--- config.mk ---
export PLATFORM = sky130hd
export DESIGN_NAME = versatile_interface_adapter
export DESIGN_NICKNAME = d
export VERILOG_FILES = /design/src/sv/via_pkg.sv /design/src/sv/versatile_interface_adapter.sv
export VERILOG_INCLUDE_DIRS = /design/src /design/src/sv
export SDC_FILE = /design/constraint.sdc
export NUM_CORES = 1
export LEC_CHECK = 0
export ABC_CLOCK_PERIOD_IN_PS = 6700
export BUFFER_PORTS_ARGS = -buffer_cell sky130_fd_sc_hd__buf_4
export CAP_MARGIN = 30
export CORE_MARGIN = 2
export CORE_UTILIZATION = 42
export DETAILED_ROUTE_END_ITERATION = 7
export PLACE_DENSITY = 0.67
export RECOVER_POWER = 25
export SLEW_MARGIN = 20
export SYNTH_ARGS = -nofsm -noshare
export SYNTH_HDL_FRONTEND = slang
export SYNTH_SLANG_ARGS = --single-unit
--- constraint.sdc ---
create_clock -name aclk -period 6.7 [get_ports aclk]
set_input_delay 0.67 -clock aclk [delete_from_list [all_inputs] [get_ports aclk]]
set_output_delay 0.67 -clock aclk [all_outputs]
set_load 0.02 [all_outputs]
--- src/sv/versatile_interface_adapter_assert.svh ---
// ----------------------------------------------------------------------------
// Versatile interface adapter assertion macros
// Shorthand for the clocked, reset-qualified checks used in the adapter.
// ----------------------------------------------------------------------------
`ifndef VERSATILE_INTERFACE_ADAPTER_ASSERT_SVH
`define VERSATILE_INTERFACE_ADAPTER_ASSERT_SVH

// Same-cycle implication, disabled while reset is low
`define VIA_ASSERT_SAME(label, clk, rstn, ante, cons, msg) \
    label: assert property (@(posedge clk) disable iff (!(rstn)) (ante) |-> (cons)) \
        else $error(msg);

// Next-cycle implication, disabled while reset is low
`define VIA_ASSERT_NEXT(label, clk, rstn, ante, cons, msg) \
    label: assert property (@(posedge clk) disable iff (!(rstn)) (ante) |=> (cons)) \
        else $error(msg);

`endif

--- src/sv/via_pkg.sv ---
// ----------------------------------------------------------------------------
// Versatile interface adapter package
// Beat layouts, register window map, bus opcodes and interrupt flag positions.
// ----------------------------------------------------------------------------
`default_nettype none

package via_pkg;

    // Bus access codes
    localparam logic [1:0] OP_READ  = 2'd1;
    localparam logic [1:0] OP_WRITE = 2'd2;

    // Interrupt flag bit positions (bit 7 of IFR is derived)
    localparam int FLAG_CA2 = 0;
    localparam int FLAG_CA1 = 1;
    localparam int FLAG_CB1 = 4;
    localparam int FLAG_T2  = 5;
    localparam int FLAG_T1  = 6;

    // Register window offsets
    typedef enum logic [3:0] {
        RG_PB      = 4'd0,
        RG_PA      = 4'd1,
        RG_DDB     = 4'd2,
        RG_DDA     = 4'd3,
        RG_T1CL    = 4'd4,
        RG_T1CH    = 4'd5,
        RG_T1LL    = 4'd6,
        RG_T1LH    = 4'd7,
        RG_T2L     = 4'd8,
        RG_T2H     = 4'd9,
        RG_SHF     = 4'd10,
        RG_AUX     = 4'd11,
        RG_PER     = 4'd12,
        RG_FLG     = 4'd13,
        RG_ENA     = 4'd14,
        RG_PA_NOHS = 4'd15
    } reg_idx_t;

    // Input beat, last field in the lowest bits
    typedef struct packed {
        logic       pad;
        logic       ca2_low;
        logic       cb1_valid;
        logic       cb1_level;
        logic       ca1_valid;
        logic       ca1_level;
        logic       port_b_pins_valid;
        logic [7:0] port_b_pins;
        logic       port_a_pins_valid;
        logic [7:0] port_a_pins;
        logic [7:0] data_in;
        logic [15:0] address;
    } in_beat_t;

    // Result beat, last field in the lowest bits
    typedef struct packed {
        logic [4:0] pad;
        logic       irq;
        logic [7:0] port_b_dir;
        logic [7:0] port_b_value;
        logic       port_b_update;
        logic [7:0] port_a_dir;
        logic [7:0] port_a_value;
        logic       port_a_update;
        logic [7:0] read_data;
    } out_beat_t;

endpackage

`default_nettype wire

--- src/sv/versatile_interface_adapter.sv ---
// ----------------------------------------------------------------------------
// Versatile interface adapter
// Reduced peripheral interface adapter: two ports, two timers, edge-latched
// control lines and interrupt logic; one peripheral clock tick per beat.
// ----------------------------------------------------------------------------
//  Channel   Ports                          Contents
//  input     s_tvalid s_tready s_tdata      one tick: pins, control lines, bus
//                      s_tuser              bus opcode
//  result    m_tvalid m_tready m_tdata      read data, pin updates, irq
//  config    cfg_we cfg_wdata               base address of register window
//
//  A beat enters an input register, is processed combinationally from there and
//  lands in the result register, one beat per cycle.
//  The input register frees up whenever the result register can be loaded,
//  so a full beat rate holds while m_tready stays high.
//  Reset (aresetn low, synchronous) clears all adapter state and both stage valid flags.
// ----------------------------------------------------------------------------
`default_nettype none

`include "versatile_interface_adapter_assert.svh"

module versatile_interface_adapter
    import via_pkg::*;
(
    input  wire logic        aclk,
    input  wire logic        aresetn,
    // config: base address of register zero
    input  wire logic        cfg_we,
    input  wire logic [15:0] cfg_wdata,
    // input beats
    input  wire logic        s_tvalid,
    output logic             s_tready,
    // address, data_in, port_a_pins, port_a_pins_valid, port_b_pins,
    // port_b_pins_valid, ca1_level, ca1_valid, cb1_level, cb1_valid,
    // ca2_low, zero pad
    input  wire logic [47:0] s_tdata,
    // opcode
    input  wire logic [1:0]  s_tuser,
    // result beats
    output logic             m_tvalid,
    input  wire logic        m_tready,
    // read_data, port_a_update, port_a_value, port_a_dir, port_b_update,
    // port_b_value, port_b_dir, irq, zero pad
    output logic [47:0]      m_tdata
);

    // Pipeline stages
    logic        in_valid_reg;
    in_beat_t    in_data_reg;
    logic [1:0]  in_user_reg;
    logic        out_valid_reg;
    out_beat_t   out_data_reg;
    logic        fire;

    // Adapter state
    logic [15:0] base_address_reg;
    logic [7:0]  dir_a_reg, dir_a_next;
    logic [7:0]  out_a_reg, out_a_next;
    logic [7:0]  latch_a_reg, latch_a_next;
    logic        line_ca1_reg, line_ca1_next;
    logic [7:0]  dir_b_reg, dir_b_next;
    logic [7:0]  out_b_reg, out_b_next;
    logic [7:0]  latch_b_reg, latch_b_next;
    logic        line_cb1_reg, line_cb1_next;
    logic [7:0]  irq_enable_reg, irq_enable_next;
    logic [6:0]  irq_flags_reg, irq_flags_next;
    logic [7:0]  aux_control_reg, aux_control_next;
    logic [7:0]  periph_control_reg, periph_control_next;
    logic [15:0] t1_counter_reg, t1_counter_next;
    logic [15:0] t1_reload_reg, t1_reload_next;
    logic [15:0] t2_counter_reg, t2_counter_next;
    logic [7:0]  t2_low_latch_reg, t2_low_latch_next;
    logic        pb7_level_reg, pb7_level_next;

    out_beat_t   result;

    // Handshake: process the held beat whenever the result slot frees up
    assign fire     = in_valid_reg && (!out_valid_reg || m_tready);
    assign s_tready = !in_valid_reg || fire;
    assign m_tvalid = out_valid_reg;
    assign m_tdata  = out_data_reg;

    // Capture input beats
    always_ff @(posedge aclk) begin
        if (!aresetn) begin
            in_valid_reg <= 1'b0;
        end else if (s_tready) begin
            in_valid_reg <= s_tvalid;
        end
        if (s_tvalid && s_tready) begin
            in_data_reg <= in_beat_t'(s_tdata);
            in_user_reg <= s_tuser;
        end
    end

    // Hold results until taken
    always_ff @(posedge aclk) begin
        if (!aresetn) begin
            out_valid_reg <= 1'b0;
        end else if (fire) begin
            out_valid_reg <= 1'b1;
        end else if (m_tready) begin
            out_valid_reg <= 1'b0;
        end
        if (fire) begin
            out_data_reg <= result;
        end
    end

    // Configuration register
    always_ff @(posedge aclk) begin
        if (!aresetn) begin
            base_address_reg <= '0;
        end else if (cfg_we) begin
            base_address_reg <= cfg_wdata;
        end
    end

    // One tick: timers, control line edges, CA2, then bus access
    always_comb begin
        logic [7:0]  pins_a;
        logic [7:0]  pins_b;
        logic [15:0] offset;
        logic        hit;
        reg_idx_t    sel;
        logic [7:0]  d;

        dir_a_next          = dir_a_reg;
        out_a_next          = out_a_reg;
        latch_a_next        = latch_a_reg;
        line_ca1_next       = line_ca1_reg;
        dir_b_next          = dir_b_reg;
        out_b_next          = out_b_reg;
        latch_b_next        = latch_b_reg;
        line_cb1_next       = line_cb1_reg;
        irq_enable_next     = irq_enable_reg;
        irq_flags_next      = irq_flags_reg;
        aux_control_next    = aux_control_reg;
        periph_control_next = periph_control_reg;
        t1_counter_next     = t1_counter_reg;
        t1_reload_next      = t1_reload_reg;
        t2_counter_next     = t2_counter_reg;
        t2_low_latch_next   = t2_low_latch_reg;
        pb7_level_next      = pb7_level_reg;

        d = in_data_reg.data_in;
        result               = '0;
        result.read_data     = d;

        // Pin views: driven bits from the output register, the rest external
        pins_a = (out_a_reg & dir_a_reg)
               | (in_data_reg.port_a_pins_valid ? (in_data_reg.port_a_pins & ~dir_a_reg)
                                                : 8'h00);
        pins_b = (out_b_reg & dir_b_reg)
               | (in_data_reg.port_b_pins_valid ? (in_data_reg.port_b_pins & ~dir_b_reg)
                                                : 8'h00);

        // Timer 1: count down while nonzero, expire on reaching zero
        if (t1_counter_reg != 16'h0000) begin
            t1_counter_next = t1_counter_reg - 16'd1;
            if (t1_counter_reg == 16'd1) begin
                if (aux_control_reg[6]) begin
                    if (aux_control_reg[7]) begin
                        pb7_level_next = ~pb7_level_reg;
                    end
                    t1_counter_next = t1_reload_reg;
                end else if (aux_control_reg[7]) begin
                    pb7_level_next = 1'b1;
                end
                irq_flags_next[FLAG_T1] = 1'b1;
            end
        end

        // Timer 2: free-running wrap unless pulse counting is selected
        if (!aux_control_reg[5]) begin
            t2_counter_next = t2_counter_reg - 16'd1;
            if (t2_counter_reg == 16'd1) begin
                irq_flags_next[FLAG_T2] = 1'b1;
            end
        end

        // CA1 active edge: flag, and latch port A if latching is enabled
        if (in_data_reg.ca1_valid && (in_data_reg.ca1_level != line_ca1_reg)) begin
            line_ca1_next = in_data_reg.ca1_level;
            if (in_data_reg.ca1_level == periph_control_reg[0]) begin
                if (aux_control_reg[0]) begin
                    latch_a_next = pins_a;
                end
                irq_flags_next[FLAG_CA1] = 1'b1;
            end
        end

        // CB1 active edge: flag, and latch port B if latching is enabled
        if (in_data_reg.cb1_valid && (in_data_reg.cb1_level != line_cb1_reg)) begin
            line_cb1_next = in_data_reg.cb1_level;
            if (in_data_reg.cb1_level == periph_control_reg[4]) begin
                if (aux_control_reg[1]) begin
                    latch_b_next = pins_b;
                end
                irq_flags_next[FLAG_CB1] = 1'b1;
            end
        end

        if (in_data_reg.ca2_low) begin
            irq_flags_next[FLAG_CA2] = 1'b1;
        end

        // Decode the register window
        offset = in_data_reg.address - base_address_reg;
        hit    = ((in_user_reg == OP_READ) || (in_user_reg == OP_WRITE))
              && (in_data_reg.address >= base_address_reg)
              && (offset[15:4] == 12'h000);
        sel    = reg_idx_t'(offset[3:0]);

        if (hit && (in_user_reg == OP_READ)) begin
            case (sel)
                RG_PB: begin
                    result.read_data = aux_control_reg[1] ? latch_b_next : pins_b;
                end
                RG_PA, RG_PA_NOHS: begin
                    result.read_data = aux_control_reg[0] ? latch_a_next : pins_a;
                    irq_flags_next[FLAG_CA1] = 1'b0;
                end
                RG_DDB:  result.read_data = dir_b_reg;
                RG_DDA:  result.read_data = dir_a_reg;
                RG_T1CL: irq_flags_next[FLAG_T1] = 1'b0;
                RG_AUX:  result.read_data = aux_control_reg;
                RG_PER:  result.read_data = periph_control_reg;
                RG_FLG:  result.read_data = {(|irq_flags_next), irq_flags_next};
                RG_ENA:  result.read_data = irq_enable_reg | 8'h80;
                default: ;
            endcase
        end else if (hit) begin
            case (sel)
                RG_PB: begin
                    out_b_next = d;
                    if (dir_b_reg != 8'h00) begin
                        result.port_b_value  = (d & dir_b_reg) | ~dir_b_reg;
                        if (aux_control_reg[7]) begin
                            result.port_b_value[7] = pb7_level_next;
                        end
                        result.port_b_update = 1'b1;
                    end
                end
                RG_PA, RG_PA_NOHS: begin
                    out_a_next = d;
                    if (dir_a_reg != 8'h00) begin
                        result.port_a_value  = (d & dir_a_reg) | ~dir_a_reg;
                        result.port_a_update = 1'b1;
                        // Independent-interrupt CA2 modes keep their flag
                        if ((periph_control_reg[3:1] != 3'b001)
                            && (periph_control_reg[3:1] != 3'b011)) begin
                            irq_flags_next[FLAG_CA2] = 1'b0;
                        end
                    end
                    irq_flags_next[FLAG_CA1] = 1'b0;
                end
                RG_DDB: dir_b_next = d;
                RG_DDA: dir_a_next = d;
                RG_T1CL, RG_T1LL: t1_reload_next = {t1_reload_reg[15:8], d};
                RG_T1CH: begin
                    t1_reload_next  = {d, t1_reload_reg[7:0]};
                    t1_counter_next = {d, t1_reload_reg[7:0]};
                    if (aux_control_reg[7]) begin
                        pb7_level_next = 1'b0;
                    end
                    irq_flags_next[FLAG_T1] = 1'b0;
                end
                RG_T1LH: t1_reload_next = {d, t1_reload_reg[7:0]};
                RG_T2L:  t2_low_latch_next = d;
                RG_T2H: begin
                    t2_counter_next = {d, t2_low_latch_reg};
                    irq_flags_next[FLAG_T2] = 1'b0;
                end
                RG_AUX: aux_control_next = d;
                RG_PER: periph_control_next = d;
                RG_FLG: irq_flags_next = irq_flags_next & ~d[6:0];
                RG_ENA: begin
                    if (d[7]) begin
                        irq_enable_next = irq_enable_reg | d;
                    end else begin
                        irq_enable_next = irq_enable_reg & ~(d | 8'h80);
                    end
                end
                default: ;
            endcase
        end

        result.port_a_dir = dir_a_next;
        result.port_b_dir = dir_b_next;
        result.irq        = |(irq_flags_next & irq_enable_next[6:0]);
    end

    // Advance adapter state once per processed beat
    always_ff @(posedge aclk) begin
        if (!aresetn) begin
            dir_a_reg          <= '0;
            out_a_reg          <= '0;
            latch_a_reg        <= '0;
            line_ca1_reg       <= 1'b0;
            dir_b_reg          <= '0;
            out_b_reg          <= '0;
            latch_b_reg        <= '0;
            line_cb1_reg       <= 1'b0;
            irq_enable_reg     <= '0;
            irq_flags_reg      <= '0;
            aux_control_reg    <= '0;
            periph_control_reg <= '0;
            t1_counter_reg     <= '0;
            t1_reload_reg      <= '0;
            t2_counter_reg     <= '0;
            t2_low_latch_reg   <= '0;
            pb7_level_reg      <= 1'b0;
        end else if (fire) begin
            dir_a_reg          <= dir_a_next;
            out_a_reg          <= out_a_next;
            latch_a_reg        <= latch_a_next;
            line_ca1_reg       <= line_ca1_next;
            dir_b_reg          <= dir_b_next;
            out_b_reg          <= out_b_next;
            latch_b_reg        <= latch_b_next;
            line_cb1_reg       <= line_cb1_next;
            irq_enable_reg     <= irq_enable_next;
            irq_flags_reg      <= irq_flags_next;
            aux_control_reg    <= aux_control_next;
            periph_control_reg <= periph_control_next;
            t1_counter_reg     <= t1_counter_next;
            t1_reload_reg      <= t1_reload_next;
            t2_counter_reg     <= t2_counter_next;
            t2_low_latch_reg   <= t2_low_latch_next;
            pb7_level_reg      <= pb7_level_next;
        end
    end

    // Checks
    `VIA_ASSERT_NEXT(a_fire_fills_result, aclk, aresetn, fire, out_valid_reg, "processed beat lost")
    `VIA_ASSERT_SAME(a_ready_when_free, aclk, aresetn, (!out_valid_reg || m_tready), s_tready, "input stalled with free result slot")
    `VIA_ASSERT_NEXT(a_pb7_needs_acr7, aclk, aresetn, !aux_control_reg[7], (pb7_level_reg == $past(pb7_level_reg)), "PB7 moved with timer output off")
    `VIA_ASSERT_SAME(a_update_needs_dir, aclk, aresetn, (out_valid_reg && out_data_reg.port_a_update), (out_data_reg.port_a_dir != 8'h00), "port A update with all inputs")

endmodule

`default_nettype wire
=== After elaboration in Yosys (flattened, before gate mapping) ===
Cells that the tools add are included.
Widths: inputs -> output; s select.

* $add $sub $neg: 3
* Order comparisons: 1
* Equality and inequality tests: 24
* Muxes and demuxes: 69
* Bitwise operators: 27
* Reductions and logical operators: 38

{| class="wikitable"
|+ Operator list
! cell !! number
|-
| $mux 16 || 10
|-
| $mux 8 || 18
|-
| $pmux 8 s8 || 1
|-
| $and 8x8->8 || 7
|-
| $or 8x8->8 || 5
|-
| $eq 16x1->1 const B || 2
|-
| $pmux 16 s2 || 1
|-
| $sub 16x1->16 const B || 2
|-
| $mux 1 || 30
|-
| $eq 4x4->1 const B || 7
|-
| $mux 7 || 4
|-
| $not 8->8 || 3
|-
| $reduce_and 4->1 || 6
|-
| $eq 4x3->1 const B || 4
|-
| $ge 16x16->1 || 1
|-
| $reduce_bool 16->1 || 1
|-
| $reduce_bool 8->1 || 2
|-
| $sub 16x16->16 || 1
|-
| $and 7x7->7 || 2
|-
| $reduce_or 7->1 || 2
|-
| $logic_not 12->1 || 1
|-
| $reduce_and 5->1 || 2
|-
| $not 1->1 || 9
|-
| $eq 4x2->1 const B || 2
|-
| other kinds (21) || 39
|}

* Bits in registers: 248
* Output and inout bits: 50
* Word-level logic and storage cells: 204

=== Depth between registers and ports, before layout ===
* Depth after elaboration: 10
* Gate-level depth with buffers: 15

=== Least setup slack after synthesis ===
OpenSTA, ideal clock, no wires.

* Kind: flip-flop to flip-flop
* From: register in_data_reg[0] (netlist name)
* To: register out_data_reg, in the netlist m_tdata[0], data pin
* Arrival: 3.423 ns
* Data required time: 6.433 ns
* Path slack: 3.011 ns
* Cell stages (with the launch flop): 15
* Buffers on the path: 2
* Clock period less this slack: 3.689 ns
* Path through: edfxtp_1 inv_1 ha_1 fa_1 nand2b_1 a211oi_2 o211ai_1 a221o_1 or4_1 nand4_4 buf_2 nor2_1 o2111ai_1 clkbuf_1 a21oi_1

{| class="wikitable"
|+ RTL lines
! item !! RTL line !! source
|-
| from (decl) || versatile_interface_adapter.sv:49 || <nowiki>in_beat_t in_data_reg;</nowiki>
|-
| from (signal assigned) || versatile_interface_adapter.sv:91 || <nowiki>in_data_reg <= in_beat_t'(s_tdata);</nowiki>
|-
| to (signal assigned) || versatile_interface_adapter.sv:106 || <nowiki>out_data_reg <= result;</nowiki>
|-
| to (decl) || versatile_interface_adapter.sv:52 || <nowiki>out_beat_t out_data_reg;</nowiki>
|}

==> qor.yml <==
min_period_ps: 4740
crit_required_ps: 6930
vias: 10802
htreeDepth: 1
synth_top_cell_area_share_pct: 25.5
slew_viol_final: 116
ys_seq_area_share_pct: 48.2
worst_pin_slew_ps: 2840
path_cells: "inv_1 > ha_1 > fa_1 > nand2b_1 > a211oi_2 > o21ai_1 > a21boi_0 > mux2i_1 > a2111o_1 > or3_1 > o41ai_1 > o32a_1 > nand4_1"
dr.pass1.iters: 6
rows: 62
design_area_mm2: 0.0142
grt_util_all_layers_pct: 21.6
nets: 1563
violations: "max-capacitance violations, max-slew violations"
status: "finished with violations"
syn-mean-instance-area_um2: 8.78
synthFlopType: "dfxtp_1"
route.detailed.drc: 0
clk_latency_ps: 550
dieWidth_um: 174
gp_congestion: 0.926
path_clk_slew_ps: 60
finalCritPeriodShare_pct: 70.7
finalPower_mw: 3.65
worstSetupPathType: "register to register"
ys_top_cells_by_area: "dfxtp_1 (25%), edfxtp_1 (23%), a21oi_1 (6.3%)"
viasPerCell: 5.76
ant_nets: 0
placed_cell_area_mm2: 0.0133
netlist_area_mm2: 0.0122
multi_input_area_mm2: 0.00582
layout_setup_ws_ps: 1960
die_h_um: 174
synth_cell_types: 74
grt_max_degree: 85
synthMostInstantiatedCell: "nand2_1"
num_antenna_cells: 0
worst_setup_path_start_kind: "register"
antenna_found_initial: 0
synth_top_area_cell: "dfxtp_1"
drive_gt1_share_pct: 13.2
grt_pass1_wl_mm: 53.7
clockRootBuffer: "clkbuf_16"
cts_resized: 0
slowest_stage: "o41ai_1"
grt_pass1_vias: 10120
place_hpwl_mm: 22.2
start_util_pct: 42.6
synth-seq-cells: 247
ir_drop_uv: 203
clkSinkCount: 247
power.leakage_nw: 5.36
skew_ps: 20.9
nFillCells: 2717
io_pins: 121
max_stage_delay_ps: 690
overflow: 0
cp_max_fo: 16
place_ws_ps: 2140
grt_setup_unrepaired: "false"
area_growth_pct: 16.6
post_drt_wl_per_cell_um: 17.8
seq_area_mm2: 0.00587
ys_warn_count: 0
cts_tree: "done"
power_per_cell_area_mw_per_mm2: 257
setup_viol: 0
wl_mm: 33.4
cp-end-kind: "register"
synth_commonest_cells: "nand2_1 (201), nor2_1 (172), dfxtp_1 (155)"
fp.coreArea_mm2: 0.0286
critical_path_arrival_ps: 4970
clock_path_buffers: 3
hold_violations: 0
io_buffer_count: 114
largest_register_ffs: 47
cts_setup_buffers: 0
max_slew_margin_pct: -89.1
synth-edff-count: 92
maxCapViolCount: 2
min_path_type: "input port to register"
numCtsBuffers: 28
finalSetupTns_ps: 0
cts-hold-fix-buffers: 0
drt_iter0_drc: 1085
fmax_mhz: 211
ys_async_sr_fraction_pct: 0
syn_inst: 1388
die-area_mm2: 0.0304
## where the power goes
group          total (mW)  leakage, nW  switching (mW)  internal (mW)
clock network        1.47        0.440           0.609          0.859
logic               0.523         2.77           0.326          0.198
registers            1.65         2.15          0.0417           1.61
total                3.65         5.36           0.977           2.67
## placed cells by master (no fill, tap or decap), drive strengths merged, types with 4 or more instances in the layout
master	count
clkinv	12
nand2b	13
a2111oi	4
a22oi	20
o21ai	75
a211oi	38
a222oi	5
ha	22
a21oi	153
nand4	7
mux2	5
and2	10
a21o	13
clkbuf	91
and3	5
or3	14
edfxtp	92
a21boi	5
nor3	44
a221oi	4
dfxtp	155
buf	81
o31a	4
or2	7
nand3b	7
nor2	172
or4	5
o31ai	4
inv	44
o21a	5
conb	5
a31oi	8
nor4	13
o211ai	8
mux2i	58
nand3	30
nand2	201
o22ai	4
## per-layer routing
metal	vias up	GRT usage, %	share of wire [%]
met5	-	0	0
li1	5155	-	-
met1	5122	30.4	45
met3	84	3.70	8.5
met4	0	6.90	3.0
met2	441	33.9	44
## path summary, 6_finish.rpt
| path | depth (start not counted) | startpoint | slack [ps] | end |
|---|---|---|---|---|
| min | 1 | s_tdata[38] | 320 | in_data_reg[38] |
| max reg2reg | 13 | in_data_reg[0] | 1960 | m_tdata[42] |
| max | 13 | in_data_reg[0] | 1960 | m_tdata[42] |
| min reg2reg | 2 | t1_reload_reg[9] | 450 | t1_reload_reg[9] |
## stage by stage
step           cells  utilization [%]  hold WS (ps)
3_3_place_gp    1818             46.5           438
5_1_grt         1875             49.6           306
4_1_cts         1872             49.6           293
6_report        1875             49.6           323
2_1_floorplan   1392                -           429
3_5_place_dp    1820             46.5           446
## worst max-delay path, delay by kind of cell (launching register included)
kind                       cells  cell delay (ps)
muxes                          1              110
AOI/OAI and AO/OA              6             2330
DFF                            1              320
adders and majority gates      2              660
and+or+nand+nor                3              960
buffers and inverters          1               40
## cells by family (layout without fill, tap and decap cells)
| kind of cell | after synthesis | after routing | synth area share, % |
|---|---|---|---|
| AND/OR/NAND/NOR | 542 | 542 | 20.0 |
| AO/OA/AOI/OAI | 376 | 376 | 19.5 |
| flip-flops | 247 | 247 | 48.2 |
| buffers and inverters | 131 | 230 | 4.27 |
| multiplexers | 63 | 63 | 5.23 |
| adder cells (fa/ha/maj) | 23 | 23 | 2.42 |
| XOR/XNOR | 5 | 5 | 0.360 |
| other | 1 | 5 | 0.0308 |
## final cells by class
cell class                 instances  share of cell area, %
timing repair buffer             134                   6.93
tap                              384                   3.38
inverter                          44                   1.17
multi-input combinational       1014                   41.0
clock buffer                      38                   5.56
sequential                       247                   41.3
clock inverter                    14                  0.652
No activity file was read; power rests on OpenSTA's default activity.
